File: src/design/cmf_pkg.sv
`timescale 1ns / 1ps
// ============================================================================
// cmf_pkg
// Shared types and constants of the credit message fragmenter: transfer
// structs, queue entry layout, controller states and control/status bundles.
// ============================================================================
package cmf_pkg;

    localparam logic ACT_ENQUEUE = 1'b0;
    localparam logic ACT_CREDIT  = 1'b1;

    localparam int RESULT_LIMIT = 16;
    localparam int RUN_W        = $clog2(RESULT_LIMIT + 1);

    typedef struct packed {
        logic        action;
        logic [31:0] message_length;
        logic [3:0]  message_opcode;
        logic [31:0] credit_amount;
    } item_t;

    typedef struct packed {
        logic        frame_valid;
        logic        frame_final;
        logic [3:0]  frame_opcode;
        logic [31:0] frame_offset;
        logic [31:0] frame_length;
        logic        enqueue_dropped;
        logic        last_of_run;
    } result_t;

    typedef struct packed {
        logic [3:0]  opcode;
        logic [31:0] length;
    } entry_t;

    typedef enum logic [2:0] {
        ST_IDLE,
        ST_READ,
        ST_LOAD,
        ST_EMIT,
        ST_DROP
    } state_t;

    typedef struct packed {
        logic accept;
        logic rd;
        logic load;
        logic emit;
        logic emit_drop;
    } ctl_cmd_t;

    typedef struct packed {
        logic work;
        logic run_zero;
        logic dropped;
        logic pops;
        logic out_free;
    } ctl_sts_t;

endpackage

File: src/design/credit_message_fragmenter.sv
`timescale 1ns / 1ps
// ============================================================================
// credit_message_fragmenter
// Credit-based fragmentation of queued message descriptors into frames.
// ============================================================================
// Each input transfer either enqueues a message descriptor or adds byte
// credit; the block then emits frame descriptors for queued messages from
// the head while credit and queued messages last, at most 16 per input. An
// input is taken in the idle state and its action is applied; the next
// cycle checks for work. Each frame takes a queue read, a rest computation
// and an emit step, set by the registered read port of the queue memory;
// the emit waits while the result side stalls. The work check shares the
// cycle of the queue read, so a run that ends on a frame completing its
// message returns to read for a final check. An input with no result passes
// only idle and read; a dropped enqueue with no frame adds a drop step that
// emits its drop report. The input is stalled until the run completes.
module credit_message_fragmenter #(
    parameter int QUEUE_DEPTH = 16
) (
    input  logic              clk,
    input  logic              rst_n,
    input  logic              item_valid,
    output logic              item_stall,
    input  cmf_pkg::item_t    item,
    output logic              result_valid,
    input  logic              result_stall,
    output cmf_pkg::result_t  result
);

    cmf_pkg::ctl_cmd_t cmd;
    cmf_pkg::ctl_sts_t sts;

    cmf_ctrl u_ctrl (
        .clk       (clk),
        .rst_n     (rst_n),
        .item_valid(item_valid),
        .item_stall(item_stall),
        .sts       (sts),
        .cmd       (cmd)
    );

    cmf_dpath #(
        .QUEUE_DEPTH(QUEUE_DEPTH)
    ) u_dpath (
        .clk         (clk),
        .rst_n       (rst_n),
        .item        (item),
        .cmd         (cmd),
        .sts         (sts),
        .result_valid(result_valid),
        .result_stall(result_stall),
        .result      (result)
    );

endmodule

File: src/design/cmf_ram.sv
`timescale 1ns / 1ps
// ============================================================================
// cmf_ram
// Generic single-write, single-read RAM with registered read data.
// ============================================================================
module cmf_ram #(
    parameter int WIDTH = 36,
    parameter int DEPTH = 16
) (
    input  logic                     clk,
    input  logic                     wr_en,
    input  logic [$clog2(DEPTH)-1:0] wr_addr,
    input  logic [WIDTH-1:0]         wr_data,
    input  logic                     rd_en,
    input  logic [$clog2(DEPTH)-1:0] rd_addr,
    output logic [WIDTH-1:0]         rd_data
);

    logic [WIDTH-1:0] mem [DEPTH];

    always_ff @(posedge clk)
    begin
        if (wr_en)
        begin
            mem[wr_addr] <= wr_data;
        end
        if (rd_en)
        begin
            rd_data <= mem[rd_addr];
        end
    end

endmodule

File: src/design/cmf_ctrl.sv
`timescale 1ns / 1ps
// ============================================================================
// cmf_ctrl
// Controller: accepts one item, then walks read, load and emit steps for
// each frame until credit, queue or run limit is exhausted, or a drop step.
// ============================================================================
module cmf_ctrl (
    input  logic               clk,
    input  logic               rst_n,
    input  logic               item_valid,
    output logic               item_stall,
    input  cmf_pkg::ctl_sts_t  sts,
    output cmf_pkg::ctl_cmd_t  cmd
);

    cmf_pkg::state_t state_reg;
    cmf_pkg::state_t state_next;

    always_ff @(posedge clk or negedge rst_n)
    begin
        if (!rst_n)
        begin
            state_reg <= cmf_pkg::ST_IDLE;
        end
        else
        begin
            state_reg <= state_next;
        end
    end

    always_comb
    begin
        state_next = state_reg;
        unique case (state_reg)
            cmf_pkg::ST_IDLE:
            begin
                if (item_valid)
                begin
                    state_next = cmf_pkg::ST_READ;
                end
            end
            cmf_pkg::ST_READ:
            begin
                priority if (sts.work)
                begin
                    state_next = cmf_pkg::ST_LOAD;
                end
                else if (sts.run_zero && sts.dropped)
                begin
                    state_next = cmf_pkg::ST_DROP;
                end
                else
                begin
                    state_next = cmf_pkg::ST_IDLE;
                end
            end
            cmf_pkg::ST_LOAD:
            begin
                state_next = cmf_pkg::ST_EMIT;
            end
            cmf_pkg::ST_EMIT:
            begin
                if (sts.out_free)
                begin
                    state_next = sts.pops ? cmf_pkg::ST_READ : cmf_pkg::ST_IDLE;
                end
            end
            cmf_pkg::ST_DROP:
            begin
                if (sts.out_free)
                begin
                    state_next = cmf_pkg::ST_IDLE;
                end
            end
            default:
            begin
                state_next = cmf_pkg::ST_IDLE;
            end
        endcase
    end

    always_comb
    begin
        cmd        = '0;
        item_stall = 1'b1;
        unique case (state_reg)
            cmf_pkg::ST_IDLE:
            begin
                item_stall = 1'b0;
                cmd.accept = item_valid;
            end
            cmf_pkg::ST_READ:
            begin
                cmd.rd = sts.work;
            end
            cmf_pkg::ST_LOAD:
            begin
                cmd.load = 1'b1;
            end
            cmf_pkg::ST_EMIT:
            begin
                cmd.emit = sts.out_free;
            end
            cmf_pkg::ST_DROP:
            begin
                cmd.emit_drop = sts.out_free;
            end
            default:
            begin
                cmd = '0;
            end
        endcase
    end

endmodule

File: src/design/cmf_dpath.sv
`timescale 1ns / 1ps
// ============================================================================
// cmf_dpath
// Datapath: message queue with pointers, credit and progress counters,
// frame computation and the result output register.
// ============================================================================
module cmf_dpath #(
    parameter int QUEUE_DEPTH = 16
) (
    input  logic               clk,
    input  logic               rst_n,
    input  cmf_pkg::item_t     item,
    input  cmf_pkg::ctl_cmd_t  cmd,
    output cmf_pkg::ctl_sts_t  sts,
    output logic               result_valid,
    input  logic               result_stall,
    output cmf_pkg::result_t   result
);

    localparam int PTR_W = $clog2(QUEUE_DEPTH);
    localparam int CNT_W = $clog2(QUEUE_DEPTH + 1);

    function automatic logic [PTR_W-1:0] advance(input logic [PTR_W-1:0] ptr);
        if (ptr == PTR_W'(QUEUE_DEPTH - 1))
        begin
            return '0;
        end
        return ptr + PTR_W'(1);
    endfunction

    logic [PTR_W-1:0]         head_reg, head_next;
    logic [PTR_W-1:0]         tail_reg, tail_next;
    logic [CNT_W-1:0]         count_reg, count_next;
    logic [31:0]              sent_reg, sent_next;
    logic [31:0]              credit_reg, credit_next;
    logic                     dropped_reg, dropped_next;
    logic [cmf_pkg::RUN_W-1:0] run_reg, run_next;
    logic [31:0]              rest_reg, rest_next;
    logic [3:0]               op_reg, op_next;
    logic                     result_valid_reg, result_valid_next;
    cmf_pkg::result_t         result_reg, result_next;

    logic                     wr_en;
    cmf_pkg::entry_t          wr_entry;
    cmf_pkg::entry_t          rd_entry;
    logic [32:0]              credit_sum;
    logic [31:0]              credit_left;
    logic                     pops;
    logic                     last;

    cmf_ram #(
        .WIDTH($bits(cmf_pkg::entry_t)),
        .DEPTH(QUEUE_DEPTH)
    ) u_queue (
        .clk    (clk),
        .wr_en  (wr_en),
        .wr_addr(tail_reg),
        .wr_data(wr_entry),
        .rd_en  (cmd.rd),
        .rd_addr(head_reg),
        .rd_data(rd_entry)
    );

    assign wr_entry.opcode = item.message_opcode;
    assign wr_entry.length = item.message_length;

    assign credit_sum  = {1'b0, credit_reg} + {1'b0, item.credit_amount};
    assign credit_left = credit_reg - rest_reg;
    assign pops        = credit_reg >= rest_reg;
    assign last        = !pops || credit_left == 32'd0 || count_reg == CNT_W'(1)
                         || run_reg == cmf_pkg::RUN_W'(cmf_pkg::RESULT_LIMIT - 1);

    assign sts.work     = credit_reg != 32'd0 && count_reg != '0
                          && run_reg < cmf_pkg::RUN_W'(cmf_pkg::RESULT_LIMIT);
    assign sts.run_zero = run_reg == '0;
    assign sts.dropped  = dropped_reg;
    assign sts.pops     = pops;
    assign sts.out_free = !result_valid_reg || !result_stall;

    assign result_valid = result_valid_reg;
    assign result       = result_reg;

    always_comb
    begin
        head_next         = head_reg;
        tail_next         = tail_reg;
        count_next        = count_reg;
        sent_next         = sent_reg;
        credit_next       = credit_reg;
        dropped_next      = dropped_reg;
        run_next          = run_reg;
        rest_next         = rest_reg;
        op_next           = op_reg;
        result_valid_next = result_valid_reg;
        result_next       = result_reg;
        wr_en             = 1'b0;

        if (cmd.accept)
        begin
            run_next     = '0;
            dropped_next = 1'b0;
            if (item.action == cmf_pkg::ACT_CREDIT)
            begin
                credit_next = credit_sum[32] ? 32'hFFFF_FFFF : credit_sum[31:0];
            end
            else if (count_reg == CNT_W'(QUEUE_DEPTH))
            begin
                dropped_next = 1'b1;
            end
            else
            begin
                wr_en      = 1'b1;
                tail_next  = advance(tail_reg);
                count_next = count_reg + CNT_W'(1);
            end
        end

        if (cmd.load)
        begin
            rest_next = (rd_entry.length >= sent_reg) ? rd_entry.length - sent_reg : 32'd0;
            op_next   = (sent_reg != 32'd0) ? 4'd0 : rd_entry.opcode;
        end

        if (!result_stall)
        begin
            result_valid_next = 1'b0;
        end

        if (cmd.emit)
        begin
            result_valid_next           = 1'b1;
            result_next.frame_valid     = 1'b1;
            result_next.frame_final     = pops;
            result_next.frame_opcode    = op_reg;
            result_next.frame_offset    = sent_reg;
            result_next.frame_length    = pops ? rest_reg : credit_reg;
            result_next.enqueue_dropped = dropped_reg;
            result_next.last_of_run     = last;
            run_next                    = run_reg + cmf_pkg::RUN_W'(1);
            if (pops)
            begin
                credit_next = credit_left;
                head_next   = advance(head_reg);
                count_next  = count_reg - CNT_W'(1);
                sent_next   = 32'd0;
            end
            else
            begin
                sent_next   = sent_reg + credit_reg;
                credit_next = 32'd0;
            end
        end

        if (cmd.emit_drop)
        begin
            result_valid_next           = 1'b1;
            result_next                 = '0;
            result_next.enqueue_dropped = 1'b1;
            result_next.last_of_run     = 1'b1;
        end
    end

    always_ff @(posedge clk or negedge rst_n)
    begin
        if (!rst_n)
        begin
            head_reg         <= '0;
            tail_reg         <= '0;
            count_reg        <= '0;
            sent_reg         <= '0;
            credit_reg       <= '0;
            dropped_reg      <= 1'b0;
            run_reg          <= '0;
            result_valid_reg <= 1'b0;
        end
        else
        begin
            head_reg         <= head_next;
            tail_reg         <= tail_next;
            count_reg        <= count_next;
            sent_reg         <= sent_next;
            credit_reg       <= credit_next;
            dropped_reg      <= dropped_next;
            run_reg          <= run_next;
            result_valid_reg <= result_valid_next;
        end
    end

    always_ff @(posedge clk)
    begin
        rest_reg   <= rest_next;
        op_reg     <= op_next;
        result_reg <= result_next;
    end

endmodule

File: config.mk
export PLATFORM = sky130hd
export DESIGN_NAME = credit_message_fragmenter
export DESIGN_NICKNAME = d
export VERILOG_FILES = /design/src/design/cmf_pkg.sv /design/src/design/credit_message_fragmenter.sv /design/src/design/cmf_ram.sv /design/src/design/cmf_ctrl.sv /design/src/design/cmf_dpath.sv
export SDC_FILE = /design/constraint.sdc
export NUM_CORES = 1
export LEC_CHECK = 0
export ABC_CLOCK_PERIOD_IN_PS = 5050
export BUFFER_PORTS_ARGS = -buffer_cell sky130_fd_sc_hd__buf_2
export CAP_MARGIN = 20
export CORE_ASPECT_RATIO = 1.5
export CORE_MARGIN = 2
export CORE_UTILIZATION = 25
export DETAILED_ROUTE_END_ITERATION = 6
export SLEW_MARGIN = 0
export SYNTH_ARGS = -nofsm -noshare
export SYNTH_HDL_FRONTEND = slang
export SYNTH_HIERARCHICAL = 1
export SYNTH_SLANG_ARGS = --single-unit
File: constraint.sdc
create_clock -name clk -period 5.05 [get_ports clk]
set_clock_uncertainty 0.1 [all_clocks]
set_input_delay 0.7575 -clock clk [delete_from_list [all_inputs] [get_ports clk]]
set_output_delay 0.7575 -clock clk [all_outputs]
set_load 0.05 [all_outputs]
# Word-level counts from Yosys, hierarchy flattened
# Memories as Yosys holds them, arrays and structs flattened. A register that Yosys moved wholly into a read port is not among the register bits.
# Cells that the tools add are included.
[totals]
word_cells = 116
output_inout_bits = 74
rom_bits = 0
latch_bits = 0
regBits = 195
input_bits = 73
n_memories = 1
ramBits = 576
[op_classes]
n_eq_ne = 13
n_div = 0
n_addsub = 9
n_reduce_logical = 22
multipliers = 0
bitwise_logic = 2
magnitude_cmp = 3
muxes = 48
shifts = 0
[memory_table]
columns = ["name", "words", "width", "read_ports", "rd_clocked_by_memory_dff", "write_ports", "line", "source"]
rows = [
  ["u_dpath.u_queue.mem", 16, 36, 1, 1, 1, "cmf_ram.sv:19", "logic [WIDTH-1:0] mem [DEPTH];"],
]
[ops]
columns = ["operator", "n"]
rows = [
  ["$mux 32", 7],
  ["$ge 32x32->1", 2],
  ["$reduce_bool 32->1", 2],
  ["$sub 32x32->32", 2],
  ["$mux 5", 7],
  ["$add 32x32->33", 1],
  ["$add 32x32->32", 1],
  ["$logic_not 32->1", 1],
  ["$mux 1", 24],
  ["$mux 4", 4],
  ["$mux 3", 5],
  ["$pmux 3 s5", 1],
  ["$add 5x1->5 const B", 2],
  ["$add 4x1->4 const B", 2],
  ["$eq 4x4->1 const B", 2],
  ["$eq 3x2->1 const B", 2],
  ["$reduce_and 3->1", 2],
  ["$eq 5x1->1 const B", 1],
  ["$eq 5x4->1 const B", 1],
  ["$eq 5x5->1 const B", 1],
  ["$logic_not 5->1", 1],
  ["$lt 5x5->1 const B", 1],
  ["$reduce_bool 5->1", 1],
  ["$sub 5x1->5 const B", 1],
  ["12 further kinds", 23],
]

# Longest topological paths before layout
# Gate-level depths: netlist (run 1).
[depth]
word_depth = 6
ltp_mapped = 15
depth_no_buf = 14

# By module
# Netlist (run 1), hierarchy kept.
[by_module_without_submodules]
columns = ["mod", "cells_per_inst", "area_per_inst_um2", "n_inst", "seq_area_each_um2"]
rows = [
  ["cmf_ram", 938, 22679.3, 1, 18377.6],
  ["cmf_dpath", 1729, 14501.4, 1, 4624.4],
  ["cmf_ctrl", 24, 207.7, 1, 75.1],
]

# Worst setup path after synthesis (run 1)
# No wires, ideal clock.
[synth_timing]
path_type = "register -> register"
startpoint = "reg u_ctrl.state_reg[1]"
endpoint = "mem u_dpath.u_queue.mem[0][0] (enable)"
stages_incl_launch_ff = 8
path_buffers = 1
slack_ns = -0.158
arrival_ns = 4.634
period_less_slack_ns = 5.208
t_required_ns = 4.476
setup_ns = 0.474
cell_sequence = "dfrtp_1 clkbuf_2 or3_4 nor2_2 nand2b_1 a21oi_1 or3b_2 nor3_1"
[synth_lines]
columns = ["element", "line", "source"]
rows = [
  ["from (decl)", "cmf_ctrl.sv:16", "cmf_pkg::state_t state_reg;"],
  ["from (signal assigned)", "cmf_ctrl.sv:23", "state_reg <= cmf_pkg::ST_IDLE;"],
  ["from (signal assigned)", "cmf_ctrl.sv:27", "state_reg <= state_next;"],
  ["to (decl)", "cmf_ram.sv:19", ""],
]

==> flow_metrics.tcl, run 1 <==
set metrics [dict create \
    ctsHoldBuffers 0 \
    fin_ws_ps 797 \
    worstSetupEndpointType "register" \
    fin_total_pwr_uw 29500 \
    synth_cell_types 95 \
    post_cts_resized 0 \
    drv_cap 0 \
    nFillCells 14800 \
    ir_drop_mv 0.294 \
    ant_nets 0 \
    postCtsSetupBuffers 0 \
    wire_per_inst_um 21.3 \
    required_ps 5520 \
    finalHoldViolCount 0 \
    status "finished, final reports clean" \
    use_met3 0.0250 \
    crit_chain "ha_1, or2_2, o211a_1, o211ai_1, a31oi_1, nor4_2, o21ai_1, a21oi_4, inv_2, or3_1, o21ai_1" \
    synth_cells 2691 \
    core-area_um2 148000 \
    yosys_warnings 6 \
    drive_above_1_share 0.180 \
    cts_buffers 84 \
    ys_ff_latch 807 \
    fmax_ghz 0.235 \
    htree_levels 3 \
    io_buffers 146 \
    r2r-start "u_dpath/credit_reg[3]$_DFFE_PN0P_" \
    synth_most_common_cell "edfxtp_1" \
    antenna_found_initial 36 \
    crit_top_cell "o21ai_1" \
    clk_pin_slew_ps 60 \
    num_io_pins 147 \
    row_count 173 \
    cts_num_sinks 807 \
    hp-class "primary input to asynchronous set/reset pin" \
    rsz0062_at_grt "false" \
    crit_type "register to register" \
    setup_viol 0 \
    cp.buffers_inverters 1 \
    startpoint_type "register" \
    dp_hpwl_um 69400 \
    met2_usage 0.229 \
    synthesis.area_um2 37400 \
    p_leak_uw 0.0152 \
    rr_worst_depth 11 \
    synth_common_cells "648 x edfxtp_1, 189 x nand2_1, 186 x nor2_1, 144 x mux4_2, 136 x ha_1" \
    yosysSeqAreaShare 0.617 \
    final_max_slew_viol_count 0 \
    place_area_um2 40600 \
    grt_remaining_overflow 0 \
    tns_ps 0 \
    die_x_um 320 \
    max_slew_margin 0.271 \
    grt_max_degree 74 \
    synth_top_area_frac 0.520 \
    yosys.area.top_type "edfxtp_1" \
    dieArea_um2 153000 \
    clockPowerShare 0.200 \
    power.internal_uw 17000 \
    largest_reg_flops 576 \
    async_flop_share 0.108 \
    min_period_ps 4250 \
    start_util 0.252 \
    grtUsageMet1 0.164 \
    top_usage_layer "met2" \
    drt_drc_violations_left 0 \
    finalWirelength_um 103000 \
    cp_slowest_cell "or3_1" \
    final_nets 3066 \
    crit_family "compound AO/OA/AOI/OAI gates" \
    routed-via-count 23700 \
    yosys_most_used_dff "edfxtp_1" \
    syn_nets 2904 \
    reg2reg_slack_ps 800 \
    pwr-share-seq 0.330 \
    switchingPower_uw 12500 \
    cts_buffer_depth 3 \
    power.density_nw_per_um2 682 \
    syn_area_per_cell_um2 13.9 \
    worst_pin_slew_ps 1090 \
    synth_area_leaders "edfxtp_1 52%, mux4_2 8.7%, dfrtp_1 5.8%, ha_1 4.6%, dfxtp_1 3.9%" \
    cp.arrival_ps 4730 \
    critPathMaxStageDelay_ps 490 \
    timing.hold.ws_ps 49.1 \
    synth_edf_count 648 \
    grt_pass1_vias 23700 \
    period_share 0.842 \
    die_h_um 478 \
    swShare 0.423 \
    place_ws_ps 835 \
    grtUsageTotal 0.133 \
    worst-path-max-fanout 39 \
    final_cell_area_um2 43300 \
    clkLatencyLatePin_ps 660 \
    grt_pass1_wl_um 153000 \
    cts_root_buf "clkbuf_16" \
    vias_per_cell 4.88 \
    r2r-end "u_dpath/sent_reg[20]$_DFFE_PN0P_" \
    drt_iter0_markers 1968 \
    detail_route.first_pass.iterations 5 \
    place_congestion 0.892 \
    cts_tree "yes" \
    area_growth_pct 15.7 \
    p_comb_frac 0.470 \
]
==> logic make-up after synthesis <==
family | share of synthesized area
mux | 0.0975
xor+xnor | 0.0258
compound gates | 0.106
simple gates | 0.0794
buf+inv | 0.0260
fa+ha+maj | 0.0477
flops | 0.617
==> worst max-delay path by stage <==
stage,start,endpoint,cells after the start
floorplan,u_ctrl/state_reg[1]$_DFFE_PN0P_,u_dpath/u_queue/mem[4][0]$_DFFE_PP_,7
global placement,item[0],u_dpath/credit_reg[6]$_DFFE_PN0P_,14
detailed placement,item[0],u_dpath/credit_reg[6]$_DFFE_PN0P_,14
CTS,u_dpath/sent_reg[0]$_DFFE_PN0P_,u_dpath/rest_reg[27]$_SDFFCE_PN0P_,12
global route,u_dpath/sent_reg[0]$_DFFE_PN0P_,u_dpath/rest_reg[27]$_SDFFCE_PN0P_,12
finish,u_dpath/credit_reg[3]$_DFFE_PN0P_,u_dpath/sent_reg[20]$_DFFE_PN0P_,11
==> cell usage in the layout (no fill, tap or decap), types with 31 or more instances in the layout <==
cell       instances
mux2i_1           38
buf_4             43
nand3_1           46
xor2_1            45
nor2_1           173
buf_2            145
nor3_1            31
nand2_1          189
xnor2_1           65
a21o_1            61
a21oi_1          128
a22oi_1           72
o21ai_0          118
mux4_2           144
ha_1             136
dfxtp_1           72
inv_1            107
dfrtp_1           85
a311oi_1          33
clkbuf_16         85
edfxtp_1         648
nand4_1           32
==> cell type report <==
type / instances / area (µm²) / area share
diodes: 2 / 5.00 / 0.000116
clock buffers: 107 / 2240 / 0.0518
clock inverters: 48 / 365 / 0.00845
inverters: 108 / 405 / 0.00937
multi-input cells: 1655 / 13500 / 0.313
flip-flops and latches: 807 / 23100 / 0.534
well taps: 1925 / 2410 / 0.0557
repair buffers: 197 / 1230 / 0.0284
==> stage by stage <==
stage	cells	utilization
floorplan	2691	-
global placement	4692	0.274
detailed placement	4692	0.274
CTS	4847	0.292
global route	4848	0.292
finish	4849	0.292
==> power by group through the flow <==
stage                     registers (µW)  logic, µW  clock network, µW
after floorplan                    10100       9540                  0
after global placement              9840      13700                  0
after detailed placement            9850      13800                  0
after CTS                           9720      13900               6040
after global routing                9850      15100               6290
final                               9720      13900               5900
==> metal layers <==
metal  routed length (µm)  vias up  share of wire
li1                     -    10800              -
met1                42200    11900           0.41
met2                50800      774           0.49
met3                 6520      218          0.063
met4                 3640       46          0.035
met5                  283        -         0.0027
(Power assumes the default switching activity.)
==> run 2, diff against run 1 <==
ABC_CLOCK_PERIOD_IN_PS = 3500   (was 5050)
clock period = 3.5 ns   (was 5.05 ns; I/O delays follow)
==> flow_metrics.tcl, run 2 (synthesis gave the netlist of run 1 again) <==
set metrics [dict create \
    cts_num_sinks 807 \
    wire_per_inst_um 20.8 \
    dp.cells 4913 \
    setup_viol 0 \
    fin_ws_ps 101 \
    htree_levels 3 \
    die_h_um 478 \
    layout_common_cells "648 x edfxtp_1, 243 x buf_4, 189 x nand2_1" \
    place_congestion 0.911 \
    startpoint_type "register" \
    vias_per_cell 4.78 \
    dieArea_um2 153000 \
    rsz0062_at_grt "true" \
    switchingPower_uw 19000 \
    reg2reg_slack_ps 100 \
    cts_root_buf "clkbuf_16" \
    whs_endpoint "u_ctrl/state_reg[0]$_DFFE_PN0P_" \
    cts_tree "yes" \
    routed-via-count 24300 \
    largest_reg_flops 576 \
    power.density_nw_per_um2 1010 \
    required_ps 3960 \
    fmax_ghz 0.294 \
    worstSetupEndpointType "register" \
    place_ws_ps -270 \
    clockPowerShare 0.185 \
    clk_pin_slew_ps 60 \
    grt_max_degree 65 \
    status "finished, final reports clean" \
    grt_pass1_wl_um 157000 \
    final_max_slew_viol_count 0 \
    area_growth_pct 22.0 \
    pwr-share-seq 0.291 \
    swShare 0.412 \
    layout_commonest_cell "edfxtp_1" \
    layoutNonFillerInstCount 5077 \
    start_util 0.252 \
    drt_iter0_markers 1720 \
    rr_worst_depth 13 \
    r2r-start "u_dpath/credit_reg[2]$_DFFE_PN0P_" \
    dp_hpwl_um 72700 \
    clkLatencyLatePin_ps 640 \
    worst-path-max-fanout 5 \
    drv_cap 0 \
    cts_buffer_depth 3 \
    min_period_ps 3400 \
    grtUsageTotal 0.135 \
    hp-class "primary input to register" \
    antenna_found_initial 29 \
    r2r-end "u_dpath/result[0]$_SDFFE_PP1P_" \
    worst_pin_slew_ps 825 \
    die_x_um 320 \
    nFillCells 14700 \
    grt_remaining_overflow 0 \
    tns_ps 0 \
    grt_pass1_vias 24700 \
    worstHoldPathCells 3 \
    ant_nets 0 \
    detail_route.first_pass.iterations 5 \
    timing.hold.ws_ps 130 \
    io_buffers 146 \
    row_count 173 \
    drive_above_1_share 0.256 \
    ir_drop_mv 0.609 \
    period_share 0.971 \
    power.internal_uw 27100 \
    crit_type "register to register" \
    p_leak_uw 0.0165 \
    finalHoldViolCount 0 \
    final_core_util 0.308 \
    cp.arrival_ps 3860 \
    final_nets 3299 \
    drt_drc_violations_left 0 \
    num_io_pins 147 \
    core-area_um2 148000 \
    cts_buffers 83 \
    p_comb_frac 0.524 \
    max_slew_margin 0.450 \
    worstHoldStart "item_valid" \
    finalWirelength_um 106000 \
]
==> run 2: per-layer routing <==
metal / GRT usage / vias to the layer above / part of all wire
met5: 0 / - / 0.0025
met4: 0.0450 / 42 / 0.031
met3: 0.0270 / 205 / 0.056
met2: 0.238 / 616 / 0.50
met1: 0.164 / 12200 / 0.41
li1: - / 11200 / -
==> run 2: power by group through the flow <==
| stage | clock network [µW] | registers (µW) | logic, µW |
|---|---|---|---|
| final | 8510 | 13400 | 24100 |
| after global placement | 0 | 13600 | 23100 |
| after global routing | 9080 | 13600 | 26300 |
| after detailed placement | 0 | 13600 | 23300 |
| after floorplan | 0 | 14500 | 13800 |
| after CTS | 8740 | 13400 | 23500 |
==> run 2: how the worst max path moves through the flow <==
stage / from / to / slack, ps
3_3_place_gp: u_dpath/credit_reg[0]$_DFFE_PN0P_ / u_dpath/result[0]$_SDFFE_PP1P_ / -300
3_5_place_dp: u_dpath/credit_reg[0]$_DFFE_PN0P_ / u_dpath/result[0]$_SDFFE_PP1P_ / -270
2_1_floorplan: u_ctrl/state_reg[1]$_DFFE_PN0P_ / u_dpath/u_queue/mem[5][0]$_DFFE_PP_ / -250
4_1_cts: u_dpath/credit_reg[0]$_DFFE_PN0P_ / u_dpath/credit_reg[14]$_DFFE_PN0P_ / -40
6_report: u_dpath/credit_reg[2]$_DFFE_PN0P_ / u_dpath/result[0]$_SDFFE_PP1P_ / 100
5_1_grt: u_dpath/rest_reg[2]$_SDFFCE_PN0P_ / u_dpath/result[0]$_SDFFE_PP1P_ / -30
==> run 2: what timing repair did <==
item                                    CTS  global route
endpoints found under the setup margin   21           113
gates resized for setup                  10            74
endpoints found under the hold margin    52             0
pin swaps                                 1            27
setup buffers                             2            10
hold buffers                              1             0
==> run 2: metrics by stage <==
| stage | area, µm² | power (µW) |
|---|---|---|
| 2_1_floorplan | 37500 | 28300 |
| 3_3_place_gp | 42600 | 36700 |
| 3_5_place_dp | 42600 | 36900 |
| 4_1_cts | 45300 | 45700 |
| 5_1_grt | 45600 | 48900 |
| 6_report | 45600 | 46100 |
==> run 2: critical path, cell delays in order (launching register included) <==
cell      delay (ps)
dfrtp_1          400
ha_1             340
or2_2            320
o211a_1          190
o31ai_4          270
buf_4            190
o21ai_2          110
a41oi_2          190
buf_4            160
o21ai_1          130
a221oi_2         360
xor2_1           310
nand4_1          130
o21ai_1          140
==> run 2: cell type report <==
cell class,instances,area [µm²],area share
flip-flops and latches,807,23100,0.506
multi-input cells,1655,13800,0.303
repair buffers,431,3320,0.0728
well taps,1925,2410,0.0528
clock buffers,106,2230,0.0488
inverters,108,405,0.00889
clock inverters,43,357,0.00782
diodes,2,5.00,0.000110
==> run 3, diff against run 2 <==
CTS_BUF_LIST = sky130_fd_sc_hd__clkbuf_2 sky130_fd_sc_hd__clkbuf_4 sky130_fd_sc_hd__clkbuf_8   (was default)
RECOVER_POWER = 50   (was default)
==> flow_metrics.tcl, run 3 (synthesis gave the netlist of run 1 again) <==
set metrics [dict create \
    status "complete, but fails checks" \
    violations "capacitance limit, slew limit" \
    worst-path-max-fanout 5 \
    final_max_slew_viol_count 54 \
    dieArea_um2 153000 \
    cts_buffer_depth 3 \
    io_buffers 146 \
    drt_drc_violations_left 0 \
    grt_pass1_wl_um 158000 \
    cts_tree "yes" \
    largest_reg_flops 576 \
    finalHoldViolCount 0 \
    crit_type "register to register" \
    hp-class "primary input to register" \
    ant_nets 0 \
    layout_common_cells "648 x edfxtp_1, 240 x buf_4, 188 x nand2_1" \
    antenna_found_initial 15 \
    final_core_util 0.310 \
    cp.arrival_ps 4010 \
    grt_max_degree 65 \
    cts_buffers 133 \
    p_leak_uw 0.0165 \
    ir_drop_mv 0.637 \
    cts_num_sinks 807 \
    grt_remaining_overflow 0 \
    drive_above_1_share 0.248 \
    die_x_um 320 \
    nFillCells 14800 \
    max_slew_margin -0.0446 \
    dp.cells 4913 \
    startpoint_type "register" \
    htree_levels 4 \
    place_area_um2 42600 \
    core-area_um2 148000 \
    cts_root_buf "clkbuf_8" \
    vias_per_cell 4.76 \
    fmax_ghz 0.293 \
    layoutNonFillerInstCount 5208 \
    worstSetupEndpointType "register" \
    setup_viol 0 \
    row_count 173 \
    detail_route.first_pass.iterations 5 \
    area_growth_pct 23.0 \
    clk_pin_slew_ps 60 \
    final_nets 3392 \
    drv_cap 1 \
    period_share 0.976 \
    rsz0062_at_grt "true" \
    finalWirelength_um 107000 \
    grtUsageTotal 0.137 \
    drt_iter0_markers 1721 \
    place_ws_ps -270 \
    timing.hold.ws_ps 93.5 \
    power.density_nw_per_um2 999 \
    dp_hpwl_um 72700 \
    min_period_ps 3410 \
    wire_per_inst_um 20.5 \
    clkLatencyLatePin_ps 800 \
    start_util 0.252 \
    required_ps 4100 \
    num_io_pins 147 \
    routed-via-count 24800 \
    place_congestion 0.911 \
    layout_commonest_cell "edfxtp_1" \
    fin_ws_ps 85.3 \
    die_h_um 478 \
    grt_pass1_vias 25300 \
    worst_pin_slew_ps 1570 \
    final_cell_area_um2 46000 \
]
run 3: cell types whose count changed in the layout (fill, tap and decap cells not counted), moves of 5 or more:
| cell | before | now |
|---|---|---|
| buf_2 | 145 | 42 |
| clkbuf_1 | 19 | 104 |
| clkbuf_16 | 85 | 1 |
| clkbuf_4 | 0 | 41 |
| clkbuf_8 | 2 | 142 |
| clkinv_1 | 18 | 24 |
| clkinvlp_4 | 6 | 1 |
| diode_2 | 2 | 9 |
| dlygate4sd3_1 | 1 | 40 |
| inv_8 | 0 | 5 |
| nor2_1 | 164 | 159 |
run 3: worst paths after layout:
kind                            depth (start not counted)                              start                           endpoint  slack, ps
worst max-delay path                                   14  u_dpath/rest_reg[1]$_SDFFCE_PN0P_     u_dpath/result[0]$_SDFFE_PP1P_         90
worst min-delay path                                    4                            item[0]  u_dpath/credit_reg[0]$_DFFE_PN0P_         90
worst max register to register                         14  u_dpath/rest_reg[1]$_SDFFCE_PN0P_     u_dpath/result[0]$_SDFFE_PP1P_         90
worst min register to register                          2    u_dpath/result[70]$_SDFFE_PP0P_    u_dpath/result[70]$_SDFFE_PP0P_        380
max in group asynchronous                               3                              rst_n    u_dpath/head_reg[1]$_DFFE_PN0P_        850
min in group asynchronous                               2                              rst_n     u_dpath/run_reg[1]$_DFFE_PN0P_        560
run 3: metrics by stage:
step                TNS [ps]  total power [µW]
global placement       -1490             36700
global route            -825             48800
CTS                     -138             45300
finish                     0             45900
floorplan             -78710             28300
detailed placement     -2530             36900
run 3: worst max-delay path, cell delays in order (launching register included):
cell and delay, ps:
edfxtp_1 440, inv_1 70, ha_1 170, or2_2 310, o211a_4 260, o31ai_4 330, buf_6 170, o21ai_2 100
a41oi_2 160, buf_4 160, o21ai_2 80, a221oi_2 340, xor2_1 320, nand4_1 140, o21ai_1 140
run 3: final cells by class:
type	count	area [µm²]	area share
Sequential cell	807	23100	0.502
Tap cell	1925	2410	0.0524
Multi-Input combinational cell	1655	13900	0.302
Inverter	108	405	0.00881
Clock inverter	47	310	0.00675
Antenna cell	9	22.5	0.000490
Clock buffer	183	2260	0.0492
Timing Repair Buffer	474	3600	0.0784
run 3: report_power, final:
part	leakage (µW)	total, µW	switching [µW]	internal, µW
sequential	0.00756	13500	1240	12200
combinational	0.00758	24400	14300	10200
clock	0.00136	8060	3820	4240
total	0.0165	45900	19300	26600
run 3: layer usage:
| layer | global-route usage | vias up | wire length [µm] |
|---|---|---|---|
| met1 | 0.165 | 12500 | 44100 |
| met3 | 0.0275 | 196 | 5430 |
| met5 | 0 | - | 94 |
| li1 | - | 11500 | - |
| met4 | 0.0468 | 14 | 3160 |
| met2 | 0.240 | 666 | 53800 |
run 3: repair_timing:
item	CTS	global route
hold endpoints to repair	632	0
hold buffers	40	0
pin swaps	2	28
setup endpoints to repair	25	119
gates cloned	0	1
setup buffers	3	13
resized for setup	11	98
